### src/rtl/sleep_timer_list_unit_defines.svh
// ----------------------------------------------------------------------------
// sleep_timer_list_unit_defines
// Assertion macros shared by the sleep timer list block.
// ----------------------------------------------------------------------------
`ifndef SLEEP_TIMER_LIST_UNIT_DEFINES_SVH
`define SLEEP_TIMER_LIST_UNIT_DEFINES_SVH

// check a same-cycle implication
`define STL_ASSERT_NOW(name, ante, cons) \
    name: assert property (@(posedge clk) disable iff (!rst_n) (ante) |-> (cons)) \
        else $error("same-cycle check failed");

// check an implication in the next cycle
`define STL_ASSERT_NEXT(name, ante, cons) \
    name: assert property (@(posedge clk) disable iff (!rst_n) (ante) |=> (cons)) \
        else $error("next-cycle check failed");

`endif

### src/rtl/stl_pkg.sv
// ----------------------------------------------------------------------------
// stl_pkg
// Types and codes of the sleep timer list block.
// ----------------------------------------------------------------------------
package stl_pkg;

    typedef enum logic [1:0] {
        OP_TICK   = 2'd0,
        OP_PUSH   = 2'd1,
        OP_REMOVE = 2'd2,
        OP_NONE   = 2'd3
    } opcode_t;

    typedef enum logic [2:0] {
        KIND_PUSHED   = 3'd0,
        KIND_FULL     = 3'd1,
        KIND_REMOVED  = 3'd2,
        KIND_NOTFOUND = 3'd3,
        KIND_WOKEN    = 3'd4,
        KIND_NONE     = 3'd5
    } kind_t;

    typedef enum logic [2:0] {
        ST_IDLE   = 3'b001,
        ST_SCAN   = 3'b010,
        ST_FINISH = 3'b100
    } state_t;

    typedef struct packed {
        logic [7:0]  task_id;
        logic [15:0] remaining;
    } entry_t;

    localparam int WOKE_W = 6;
    localparam logic [WOKE_W-1:0] MAX_RESULTS = 6'd32;

endpackage

### src/rtl/stl_entry_ram.sv
// ----------------------------------------------------------------------------
// stl_entry_ram
// Entry store: one write port, one read port, registered read data.
// ----------------------------------------------------------------------------
module stl_entry_ram #(
    parameter int DEPTH = 32,
    parameter int AW    = 5
) (
    input  logic                clk,
    input  logic                we,
    input  logic [AW-1:0]       waddr,
    input  stl_pkg::entry_t     wdata,
    input  logic                re,
    input  logic [AW-1:0]       raddr,
    output stl_pkg::entry_t     rdata
);

    stl_pkg::entry_t mem [DEPTH];

    always_ff @(posedge clk)
    begin
        if (we)
        begin
            mem[waddr] <= wdata;
        end
    end

    always_ff @(posedge clk)
    begin
        if (re)
        begin
            rdata <= mem[raddr];
        end
    end

endmodule

### src/rtl/sleep_timer_list_unit.sv
// ----------------------------------------------------------------------------
// sleep_timer_list_unit
// Ordered list of sleeping tasks with tick, push and remove operations.
// Push: the result word is registered from the FINISH state once the output is free.
// Tick and remove: one pass over the list through the entry RAM read port, then the
// final word from the FINISH state, held back while out_stall holds.
// One word is worked on at a time: the next command is taken only once the final
// result word is registered and the unit is back in its idle state.
// Reset clears the count, state, scan pointers and valid flags; entry RAM is not cleared.
// ----------------------------------------------------------------------------
`include "sleep_timer_list_unit_defines.svh"

module sleep_timer_list_unit #(
    parameter int CAPACITY = 32
) (
    input  logic        clk,
    input  logic        rst_n,
    input  logic        in_valid,
    output logic        in_stall,
    input  logic [1:0]  opcode,
    input  logic [7:0]  task_id,
    input  logic [15:0] delay,
    output logic        out_valid,
    input  logic        out_stall,
    output logic [2:0]  kind,
    output logic [7:0]  woken_task,
    output logic [6:0]  list_size,
    output logic        last
);

    localparam int AW = (CAPACITY > 1) ? $clog2(CAPACITY) : 1;
    localparam int CW = $clog2(CAPACITY + 1);
    localparam int WW = stl_pkg::WOKE_W;

    stl_pkg::state_t              state_reg, state_next;
    stl_pkg::opcode_t             op_reg, op_next;
    logic [7:0]                   key_reg, key_next;
    logic [CW-1:0]                cnt_reg, cnt_next;
    logic [CW-1:0]                scan_n_reg, scan_n_next;
    logic [CW-1:0]                r_reg, r_next;
    logic [CW-1:0]                w_reg, w_next;
    logic                         proc_valid_reg, proc_valid_next;
    logic                         found_reg, found_next;
    logic [stl_pkg::WOKE_W-1:0]   woke_cnt_reg, woke_cnt_next;
    logic                         pend_valid_reg, pend_valid_next;
    stl_pkg::kind_t               pend_kind_reg, pend_kind_next;
    logic [7:0]                   pend_task_reg, pend_task_next;
    logic                         out_valid_reg, out_valid_next;
    stl_pkg::kind_t               out_kind_reg, out_kind_next;
    logic [7:0]                   out_task_reg, out_task_next;
    logic [CW-1:0]                out_size_reg, out_size_next;
    logic                         out_last_reg, out_last_next;

    logic                         we;
    logic [AW-1:0]                waddr;
    stl_pkg::entry_t              wdata;
    logic                         re;
    stl_pkg::entry_t              rdata;

    logic                         out_free;
    logic [15:0]                  dec;
    logic                         proc_woke;
    logic                         proc_drop;
    logic                         proc_fire;
    logic                         in_take;

    stl_entry_ram #(
        .DEPTH (CAPACITY),
        .AW    (AW)
    ) u_ram (
        .clk   (clk),
        .we    (we),
        .waddr (waddr),
        .wdata (wdata),
        .re    (re),
        .raddr (r_reg[AW-1:0]),
        .rdata (rdata)
    );

    assign in_stall   = (state_reg != stl_pkg::ST_IDLE);
    assign in_take    = in_valid && !in_stall;
    assign out_valid  = out_valid_reg;
    assign kind       = out_kind_reg;
    assign woken_task = out_task_reg;
    assign list_size  = 7'(out_size_reg);
    assign last       = out_last_reg;

    assign out_free  = !out_valid_reg || !out_stall;
    assign dec       = (rdata.remaining == 16'd0) ? 16'd0 : rdata.remaining - 16'd1;
    assign proc_woke = (op_reg == stl_pkg::OP_TICK) && (dec == 16'd0)
                       && (woke_cnt_reg < stl_pkg::MAX_RESULTS);
    assign proc_drop = (op_reg == stl_pkg::OP_REMOVE) && !found_reg
                       && (rdata.task_id == key_reg);
    assign proc_fire = proc_valid_reg && !(proc_woke && pend_valid_reg && !out_free);

    always_comb
    begin
        state_next      = state_reg;
        op_next         = op_reg;
        key_next        = key_reg;
        cnt_next        = cnt_reg;
        scan_n_next     = scan_n_reg;
        r_next          = r_reg;
        w_next          = w_reg;
        proc_valid_next = proc_valid_reg;
        found_next      = found_reg;
        woke_cnt_next   = woke_cnt_reg;
        pend_valid_next = pend_valid_reg;
        pend_kind_next  = pend_kind_reg;
        pend_task_next  = pend_task_reg;
        out_valid_next  = out_valid_reg && out_stall;
        out_kind_next   = out_kind_reg;
        out_task_next   = out_task_reg;
        out_size_next   = out_size_reg;
        out_last_next   = out_last_reg;
        we              = 1'b0;
        waddr           = w_reg[AW-1:0];
        wdata           = '{task_id: rdata.task_id,
                            remaining: (op_reg == stl_pkg::OP_TICK) ? dec : rdata.remaining};
        re              = 1'b0;

        unique case (state_reg)
            stl_pkg::ST_IDLE:
            begin
                if (in_take)
                begin
                    op_next         = stl_pkg::opcode_t'(opcode);
                    key_next        = task_id;
                    scan_n_next     = cnt_reg;
                    r_next          = '0;
                    w_next          = '0;
                    found_next      = 1'b0;
                    woke_cnt_next   = '0;
                    pend_valid_next = 1'b0;
                    pend_task_next  = task_id;
                    unique case (stl_pkg::opcode_t'(opcode))
                        stl_pkg::OP_PUSH:
                        begin
                            pend_valid_next = 1'b1;
                            if (cnt_reg < CW'(CAPACITY))
                            begin
                                we             = 1'b1;
                                waddr          = cnt_reg[AW-1:0];
                                wdata          = '{task_id: task_id, remaining: delay};
                                cnt_next       = cnt_reg + CW'(1);
                                pend_kind_next = stl_pkg::KIND_PUSHED;
                            end
                            else
                            begin
                                pend_kind_next = stl_pkg::KIND_FULL;
                            end
                            state_next = stl_pkg::ST_FINISH;
                        end
                        stl_pkg::OP_REMOVE:
                        begin
                            pend_valid_next = 1'b1;
                            pend_kind_next  = stl_pkg::KIND_NOTFOUND;
                            state_next      = stl_pkg::ST_SCAN;
                        end
                        stl_pkg::OP_TICK:
                        begin
                            state_next = stl_pkg::ST_SCAN;
                        end
                        default:
                        begin
                            state_next = stl_pkg::ST_IDLE;
                        end
                    endcase
                end
            end
            stl_pkg::ST_SCAN:
            begin
                if (proc_fire)
                begin
                    proc_valid_next = 1'b0;
                    if (proc_woke)
                    begin
                        if (pend_valid_reg)
                        begin
                            out_valid_next = 1'b1;
                            out_kind_next  = pend_kind_reg;
                            out_task_next  = pend_task_reg;
                            out_size_next  = cnt_reg;
                            out_last_next  = 1'b0;
                        end
                        pend_valid_next = 1'b1;
                        pend_kind_next  = stl_pkg::KIND_WOKEN;
                        pend_task_next  = rdata.task_id;
                        cnt_next        = cnt_reg - CW'(1);
                        woke_cnt_next   = woke_cnt_reg + WW'(1);
                    end
                    else if (proc_drop)
                    begin
                        found_next     = 1'b1;
                        pend_kind_next = stl_pkg::KIND_REMOVED;
                        cnt_next       = cnt_reg - CW'(1);
                    end
                    else
                    begin
                        we     = 1'b1;
                        w_next = w_reg + CW'(1);
                    end
                end
                if ((r_reg != scan_n_reg) && (!proc_valid_reg || proc_fire))
                begin
                    re              = 1'b1;
                    r_next          = r_reg + CW'(1);
                    proc_valid_next = 1'b1;
                end
                else if ((r_reg == scan_n_reg) && !proc_valid_next)
                begin
                    state_next = stl_pkg::ST_FINISH;
                end
            end
            stl_pkg::ST_FINISH:
            begin
                if (out_free)
                begin
                    out_valid_next = 1'b1;
                    out_size_next  = cnt_reg;
                    out_last_next  = 1'b1;
                    if (pend_valid_reg)
                    begin
                        out_kind_next = pend_kind_reg;
                        out_task_next = pend_task_reg;
                    end
                    else
                    begin
                        out_kind_next = stl_pkg::KIND_NONE;
                        out_task_next = 8'd0;
                    end
                    pend_valid_next = 1'b0;
                    state_next      = stl_pkg::ST_IDLE;
                end
            end
            default:
            begin
                state_next = stl_pkg::ST_IDLE;
            end
        endcase
    end

    always_ff @(posedge clk or negedge rst_n)
    begin
        if (!rst_n)
        begin
            state_reg      <= stl_pkg::ST_IDLE;
            cnt_reg        <= '0;
            r_reg          <= '0;
            w_reg          <= '0;
            proc_valid_reg <= 1'b0;
            found_reg      <= 1'b0;
            woke_cnt_reg   <= '0;
            pend_valid_reg <= 1'b0;
            out_valid_reg  <= 1'b0;
        end
        else
        begin
            state_reg      <= state_next;
            cnt_reg        <= cnt_next;
            r_reg          <= r_next;
            w_reg          <= w_next;
            proc_valid_reg <= proc_valid_next;
            found_reg      <= found_next;
            woke_cnt_reg   <= woke_cnt_next;
            pend_valid_reg <= pend_valid_next;
            out_valid_reg  <= out_valid_next;
        end
    end

    always_ff @(posedge clk)
    begin
        op_reg        <= op_next;
        key_reg       <= key_next;
        scan_n_reg    <= scan_n_next;
        pend_kind_reg <= pend_kind_next;
        pend_task_reg <= pend_task_next;
        out_kind_reg  <= out_kind_next;
        out_task_reg  <= out_task_next;
        out_size_reg  <= out_size_next;
        out_last_reg  <= out_last_next;
    end

    `STL_ASSERT_NOW(a_count_bound, 1'b1, cnt_reg <= CW'(CAPACITY))
    `STL_ASSERT_NOW(a_write_behind_read, state_reg == stl_pkg::ST_SCAN, w_reg <= r_reg)
    `STL_ASSERT_NOW(a_proc_in_scan, proc_valid_reg, state_reg == stl_pkg::ST_SCAN)
    `STL_ASSERT_NEXT(a_accept_busy, in_take && (opcode != stl_pkg::OP_NONE), in_stall)

endmodule

### config.mk
export PLATFORM = sky130hd
export DESIGN_NAME = sleep_timer_list_unit
export DESIGN_NICKNAME = d
export VERILOG_FILES = /design/src/rtl/stl_pkg.sv /design/src/rtl/stl_entry_ram.sv /design/src/rtl/sleep_timer_list_unit.sv
export VERILOG_INCLUDE_DIRS = /design/src /design/src/rtl
export SDC_FILE = /design/constraint.sdc
export NUM_CORES = 1
export LEC_CHECK = 0
export ABC_AREA = 1
export CORE_MARGIN = 2
export CORE_UTILIZATION = 35
export DETAILED_ROUTE_END_ITERATION = 6
export DONT_BUFFER_PORTS = 1
export PLACE_DENSITY_LB_ADDON = 0.05
export SLEW_MARGIN = 20
export SYNTH_ARGS = -nofsm -noshare
export SYNTH_HDL_FRONTEND = slang
export SYNTH_SLANG_ARGS = --single-unit
### constraint.sdc
create_clock -name clk -period 4.6 [get_ports clk]
set_input_delay 0.46 -clock clk [delete_from_list [all_inputs] [get_ports clk]]
set_output_delay 0.46 -clock clk [all_outputs]
set_load 0.005 [all_outputs]
==> impl.org, run 1 <==
** Run status
- Run status :: finished, final reports clean

** Route
- Total length of routed wires :: 118000 um
- Once detail routing completed, the nets flagged for antenna violations numbered 0.
- DRC Markers :: 0
- The final route contains 23575 vias.
- Drt pass-1 iters :: 5
- The first routing iteration left 2779 violations.
- Vias per cell :: 5.50
- In the final routed layout, each cell accounts on average for 27.6 um.

** STA
- Number of failing hold endpoints at the final stage :: 0
- Of the available clock period, the critical path in the final layout requires 0.865.
- The max-slew violation total from the final report was 0.
- Worst clock skew on the final layout :: 0.0296 ns
- Max-slew headroom at the worst pin :: 0.230
- Setup violations remaining at the end of the flow were counted as 0.
- Highest Clock Rate :: 251 MHz
- WHS :: 0.0629 ns
- For the pin with the worst max-slew slack, the measured transition is 1.15 ns.
- Setup repair after global routing left no endpoint under its margin.
- Setup slack of the critical path after layout :: 0.621 ns
- Minimum clock period :: 3.98 ns
- Summed over all failing endpoints, the final setup total negative slack is 0 ns.

** Worst setup path
- Type of the setup path with the least slack :: flop to flop
- Traced cell by cell, the critical path runs through inv_1 -> ha_1 -> nand2_2 -> nor2_1 -> nand2_1 -> nand2_1 -> nand3_1 -> nand2_1 -> nor2_4 -> nand3_2 -> nand3_2 -> o21ai_4 -> nand3_1 -> nor2_4.
- The worst setup path is launched from a flop.
- Critical Path End Type :: flop
- Crit. Startpoint :: u_ram.rdata[0]
- Worst setup path endpoint :: u_ram.mem[14][23]
- Worst Reg2Reg Path Length in Cells :: 14
- Critical path fanouts, max :: 24
- Data on the critical path arrives at its endpoint at 4.27 ns.
- Cell with the largest stage delay on the worst path :: nor2_4
- Startpoint of the most critical register-to-register path :: u_ram.rdata[0]
- Terminus of the critical flop-to-flop path :: u_ram.mem[14][23]
- Required time of the worst setup path :: 4.89 ns
- Setup slack on the worst reg-to-reg path comes out at 0.62 ns.
- Among the stages of the critical path, the cell type that occurs most often is nand2_1.
- Critical Path Max Stage Delay :: 0.83 ns

** Die
- Starting utilization of the core area :: 0.353
- Area of the die :: 104000 um2
- 51 I/O pins were placed.
- The floorplan step defined a core boundary enclosing 100000 um2.
- The floorplan step set the die width to 322 um.
- Number of rows in the core area :: 116
- Die extent in y :: 322 um

** Global route
- Across every metal layer, demand over resource in global routing totals 0.227.
- Number of antenna violations at the first check in global routing :: 5
- The first global-routing pass estimated 169000 um of wire.
- Aggregate global routing overflow :: 0
- Largest net degree at the start of global routing :: 141
- The number of global-route vias before repair was 23073.

** Synth
- edfxtp_1 takes more of the synthesized area than any other cell.
- Dividing the synthesized area by the synthesized cell count gives 12.5 um2.
- Post-Syn Instances :: 2835
- Yosys attributes the largest share of cell area to edfxtp_1 (71%), o21ai_0 (6.5%), nor2_1 (5.1%).
- Number of synthesized flops with an enable pin :: 837
- In this run the cell area of the synthesized design comes to 35400 um2.
- The number of nets handed over by synthesis was 2879.
- Share of Yosys cell area claimed by the top area cell type :: 0.709
- Post-synth top flop :: edfxtp_1
- Number of different library cells in the post-synthesis netlist :: 45
- Sequential-to-total area share from yosys stat :: 0.731
- Flop and latch count out of synthesis :: 867
- After synthesis, the share of flip-flops with an asynchronous set or reset is 0.0346.
- Count of synthesis-stage warnings from yosys :: 0

** Cells and area
- 0 antenna diodes ended up in the layout.
- Number of flip-flops under the largest register name :: 768
- Once layout is complete, the cells apart from fillers number 4287.
- Of the cells placed in the final design, the portion with a size suffix greater than 1 is 0.110.
- u_ram.mem holds more flip-flops than any other register.
- Largest registers :: u_ram.mem: 768 flops, u_ram.rdata: 24 flops
- Final design instance area without fill :: 40800 um2
- In the final design database the tool counted 2894 nets.
- From synthesis to final layout, the design area changed by 15.3%.
- Fill cell count :: 9374
- Layout Utilization :: 0.407

** Place
- The congestion estimate from routability-driven global placement came to 0.886.
- Number of cells after detailed placement :: 4093
- OpenSTA, run right after detailed placement, puts the worst setup slack at 0.671 ns.
- The placed instances occupy a cell area of 37500 um2.
- Dpl hpwl :: 73500 um
- Input and output buffers added on the ports amount to 0.

** Clocking
- CTS root buffer :: clkbuf_16
- For this design, the sink count on the clock tree is 867.
- Clock H-tree levels :: 3
- CTS tree :: built
- Bufs on Longest Clock Path :: 3
- Post-CTS timing repair inserted 0 buffers for setup.
- In this run, CTS created clock tree buffers numbering 98.
- Clock-pin transition on the worst setup and hold timing paths :: 0.06 ns
- For the worst-skew pair, the clock arrives at the later sink with an insertion delay of 0.68 ns.

** Power and ir drop
- The completed layout was analyzed and its total power is 22.9 mW.
- IR analysis of the VDD net gives a maximum drop of 0.369 mV.
- Leak :: 13.5 nW
- Cell area power density :: 560 nW/um2

** Min path
- The worst hold path passes through 2 cells.
- Path category of the worst min-delay check :: input port to flop

** Flow run
- Max-cap violations in this run came to 0.
## report_power, final
group          switching, mW  internal, mW
Combinational           4.04          1.11
Clock                   3.25          4.63
Sequential             0.218          9.64
## kinds of logic after synthesis
family          count (synthesis)  share of synthesized area
flops                         867                      0.731
mux                             1                   0.000283
buf+inv                       283                     0.0307
xor+xnor                       28                    0.00692
simple gates                  919                      0.109
other cells                     1                   0.000106
fa+ha+maj                      14                    0.00516
compound gates                722                      0.117
## critical path: cells and delay by family (launching register included)
family	cells	cell delay (ns)
AOI/OAI and AO/OA	1	0.34
adders and majority gates	1	0.30
buffers and inverters	1	0.17
DFF	1	0.39
and+or+nand+nor	11	2.38
## placed cells by master (no fill, tap or decap), drive strengths merged, types with 6 or more instances in the layout
| cell | Yosys | final |
|---|---|---|
| a21oi | 23 | 23 |
| buf | 19 | 78 |
| bufinv | 0 | 12 |
| clkbuf | 157 | 116 |
| clkinv | 5 | 46 |
| clkinvlp | 0 | 6 |
| dfrtp | 29 | 29 |
| dlygate4sd3 | 0 | 13 |
| edfxtp | 837 | 837 |
| ha | 13 | 13 |
| inv | 102 | 107 |
| nand2 | 265 | 265 |
| nand3 | 98 | 98 |
| nand4 | 41 | 41 |
| nor2 | 489 | 489 |
| nor3 | 9 | 9 |
| o211ai | 25 | 25 |
| o21a | 6 | 6 |
| o21ai | 472 | 472 |
| o221ai | 73 | 73 |
| o22ai | 119 | 119 |
| or2 | 12 | 12 |
| xnor2 | 10 | 10 |
| xor2 | 18 | 18 |
## routing by layer
metal	track usage	wire, um	up-vias
li1	-	-	10475
met1	0.313	52100	12069
met2	0.367	55500	867
met3	0.0369	6950	164
met4	0.0730	3800	0
met5	0	0	-
## repair_timing
| item | CTS | global route |
|---|---|---|
| hold buffers | 14 | 0 |
| resized for setup | 0 | 0 |
| endpoints found under the hold margin | 42 | 0 |
| endpoints found under the setup margin | 0 | 0 |
## area by class of cell
cell class | count | area, um2 | share of cell area
Sequential cell | 867 | 25900 | 0.634
Multi-Input combinational cell | 1685 | 8820 | 0.216
Clock buffer | 116 | 2550 | 0.0625
Tap cell | 1357 | 1700 | 0.0416
Timing Repair Buffer | 91 | 803 | 0.0197
Clock inverter | 64 | 662 | 0.0162
Inverter | 107 | 414 | 0.0101
## synthesized netlist by cell type (6+ instances only)
cell / number
a21oi_1: 23
buf_1: 11
clkbuf_1: 157
dfrtp_1: 29
edfxtp_1: 837
ha_1: 13
inv_1: 97
nand2_1: 257
nand3_1: 93
nand4_1: 40
nor2_1: 482
nor3_1: 8
o211ai_1: 25
o21a_1: 6
o21ai_0: 457
o21ai_1: 7
o21ai_2: 7
o221ai_1: 73
o22ai_1: 119
or2_2: 12
xnor2_1: 10
xor2_1: 18
## worst min-delay path by stage
stage,from,to
3_3_place_gp,rst_n,woke_cnt_reg[0]
2_1_floorplan,rst_n,cnt_reg[0]
4_1_cts,task_id[7],pend_task_reg[7]
6_report,task_id[7],pend_task_reg[7]
3_5_place_dp,rst_n,woke_cnt_reg[2]
5_1_grt,task_id[7],pend_task_reg[7]
(Power assumes the default switching activity.)
==> inputs of run 2 (changes only) <==
--- a/config.mk
+++ b/config.mk
@@ -12,6 +12,7 @@
 export DETAILED_ROUTE_END_ITERATION = 6
 export DONT_BUFFER_PORTS = 1
 export PLACE_DENSITY_LB_ADDON = 0.05
+export REMOVE_ABC_BUFFERS = 1
 export SLEW_MARGIN = 20
 export SYNTH_ARGS = -nofsm -noshare
 export SYNTH_HDL_FRONTEND = slang
==> impl.org, run 2 (same netlist as run 1, synthesis figures left out) <==
** Run status
- Run status :: finished, final reports clean

** Die
- Die extent in y :: 322 um
- The total area inside the core boundary comes to 100000 um2.
- After floorplanning, the core was divided into 116 placement rows.
- 51 I/O pins were placed.
- Area of the die :: 104000 um2
- Floorplan die width :: 322 um
- Starting utilization of the core area :: 0.353

** Global route
- The number of global-route vias before repair came to 22756.
- Entering global routing, the biggest net connects 155 pins.
- Tot GR Track Use :: 0.211
- After global routing the overflow that remains totals 0.
- Wire length of the first global-routing pass :: 161000 um
- Number of antenna violations at the first check in global routing :: 7

** Clocking
- TritonCTS built the clock tree.
- After clock tree synthesis, the clock-pin slew on the worst setup and hold paths is 0.06 ns.
- TritonCTS Buffers :: 99
- The clock reaches the later pin of the worst-skew pair after 0.68 ns.
- The clock drives 867 sinks.
- In this run the deepest clock path goes through 3 buffers.
- The number of gates resized after CTS was 0.
- CTS root buffer :: clkbuf_16
- Clock H-tree levels :: 3

** STA
- Final-layout setup total negative slack :: 0 ns
- The clock arrives with 0.0258 ns of skew.
- The max-slew violation total from the final report came to 0.
- Setup slack of the critical path after layout :: 0.741 ns
- Counting I/O delays and the setup requirement, the final critical path takes 3.86 ns.
- For the pin with the worst max-slew slack, the measured transition is 1.08 ns.
- The count of endpoints failing hold in the final timing report was 0.
- Total of endpoints with negative setup slack in the final report :: 0
- Highest Clock Rate :: 259 MHz
- Setup repair after global routing left no endpoint under its margin.
- Measured against its own limit, the worst slew margin works out to 0.274.
- Dividing the final minimum period by the clock period gives 0.839.

** Route
- For this block, the via count after detailed routing is 22843.
- In the final routed layout, each cell accounts on average for 25.3 um.
- Drt pass-1 iters :: 5
- For this block, the initial DRC count from the detailed router was 1901.
- DRC Markers :: 0
- Residual antenna-violating net count after detailed routing :: 0
- Total length of routed wires :: 109000 um
- In the routed layout, each cell is associated on average with a via count of 5.32.

** Cells and area
- Multi-input logic area :: 8880 um2
- Register containing the most flip-flops in the final layout :: u_ram.mem
- Number of flip-flops under the largest register name :: 768
- Commonest cells after routing, fill and taps aside :: edfxtp_1 (837), nor2_1 (447), o21ai_0 (445)
- The largest registers in the layout are u_ram.mem: 768 flops, u_ram.rdata: 24 flops.
- Fraction of layout cells with a size suffix above 1 :: 0.109
- Final design instance area without fill :: 41100 um2
- Relative to the synthesized area, the layout overhead comes to 16.1%.
- Commonest non-fill, non-tap cell in the layout :: edfxtp_1
- # nets final :: 2901
- Sequential cell area :: 25900 um2
- Fill cells in the final layout number 9467.

** Power and ir drop
- The share of total power dissipated in sequential elements is 0.448.
- Of the total power, the clock network draws 0.339.
- Tot Pwr :: 22.1 mW
- The worst-case IR drop observed on VDD is 0.268 mV.
- Sw power :: 7.01 mW
- Cell internal power was estimated by the tool at 15.1 mW.
- Combinational cell fraction of total power :: 0.212
- Leak :: 13.6 nW
- Cell area power density :: 537 nW/um2
- Proportion of total power due to net switching :: 0.317

** Place
- Worst slack after detailed placement :: 0.712 ns
- Detailed placement finished with a half-perimeter wire length of 67000 um.
- IO buf count :: 0
- The congestion estimate from routability-driven global placement came to 0.815.
- Once placement finished, the instance area stood at 37800 um2.

** Worst setup path
- Measured in cells, the most critical reg-to-reg path has a length of 15.
- Critical path fanouts, max :: 24
- Data arrival time of the critical path :: 4.13 ns
- The startpoint identified for the worst register-to-register timing path is u_ram.rdata[0].
- Critical Path End Type :: flop
- At the worst endpoint, the required time is 4.87 ns.
- The worst setup path is launched from a flop.
- In this run the critical register-to-register path is captured at u_ram.mem[11][23].
- The critical path is of the flop to flop type.
- Across all register-to-register paths, the minimum setup slack is 0.74 ns.

** Min path
- The path with the worst hold slack has its endpoint at state_reg[2].
- Along the worst hold path, the cell count comes to 2.
- The startpoint identified for the worst hold timing path is out_stall.
- Path category of the worst min-delay check :: input port to flop

** Flow run
- Across the run, the number of max-cap violations was 0.
## run 2: layer usage
| layer | track usage | vias to the layer above | wire, um |
|---|---|---|---|
| li1 | - | 10474 | - |
| met1 | 0.305 | 11688 | 51400 |
| met2 | 0.338 | 541 | 50800 |
| met3 | 0.0294 | 136 | 4420 |
| met4 | 0.0479 | 4 | 2110 |
| met5 | 0 | - | 22 |
## run 2: worst max path at each step
stage	startpoint	endpoint	slack (ns)	depth (start not counted)
3_5_place_dp	state_reg[0]	u_ram.mem[16][4]	0.71	6
2_1_floorplan	r_reg[0]	u_ram.rdata[15]	-9.86	7
3_3_place_gp	u_ram.rdata[0]	u_ram.mem[11][5]	0.73	15
6_report	u_ram.rdata[0]	u_ram.mem[11][23]	0.74	15
5_1_grt	u_ram.rdata[5]	u_ram.mem[11][18]	0.46	11
4_1_cts	u_ram.rdata[0]	u_ram.mem[11][20]	0.66	15
## run 2: stage by stage
stage / hold slack, ns / utilization / std cells
after floorplan: 0.164 / - / 2659
after global placement: 0.167 / 0.377 / 4094
after detailed placement: 0.167 / 0.377 / 4095
after CTS: 0.0540 / 0.409 / 4289
after global routing: 0.107 / 0.410 / 4293
final: 0.102 / 0.410 / 4295
## run 2: area by class of cell
cell class | count | share of cell area
diodes | 2 | 0.000122
flip-flops and latches | 867 | 0.630
repair buffers | 97 | 0.0288
well taps | 1357 | 0.0413
multi-input cells | 1685 | 0.216
inverters | 107 | 0.0101
clock inverters | 56 | 0.0100
clock buffers | 124 | 0.0641
## run 2: what timing repair did
action                     in CTS  in global routing
buffers inserted                0                  0
hold endpoints to repair       43                  0
setup endpoints to repair       0                  0
hold buffers                   14                  0
## run 2: power groups by stage
stage	Clock [mW]	Combinational [mW]	Sequential, mW
detailed placement	0	4.70	10.1
finish	7.50	4.69	9.90
global placement	0	4.67	10.1
global route	7.98	5.20	9.94
CTS	7.67	4.73	9.91
floorplan	0	2.68	10.2
## run 2: critical path, stage by stage, from the launching register on
cell and delay (ns):
edfxtp_1 0.34, inv_1 0.10, ha_1 0.28, nand2_2 0.19, nor2_4 0.07, nand2_4 0.20
nand3_1 0.19, nand2_1 0.10, inv_1 0.04, nand2_1 0.09, nor2_4 0.07, nand3_2 0.10
nand3_2 0.12, o21ai_4 0.36, nand3_1 0.40, nor2_4 0.78
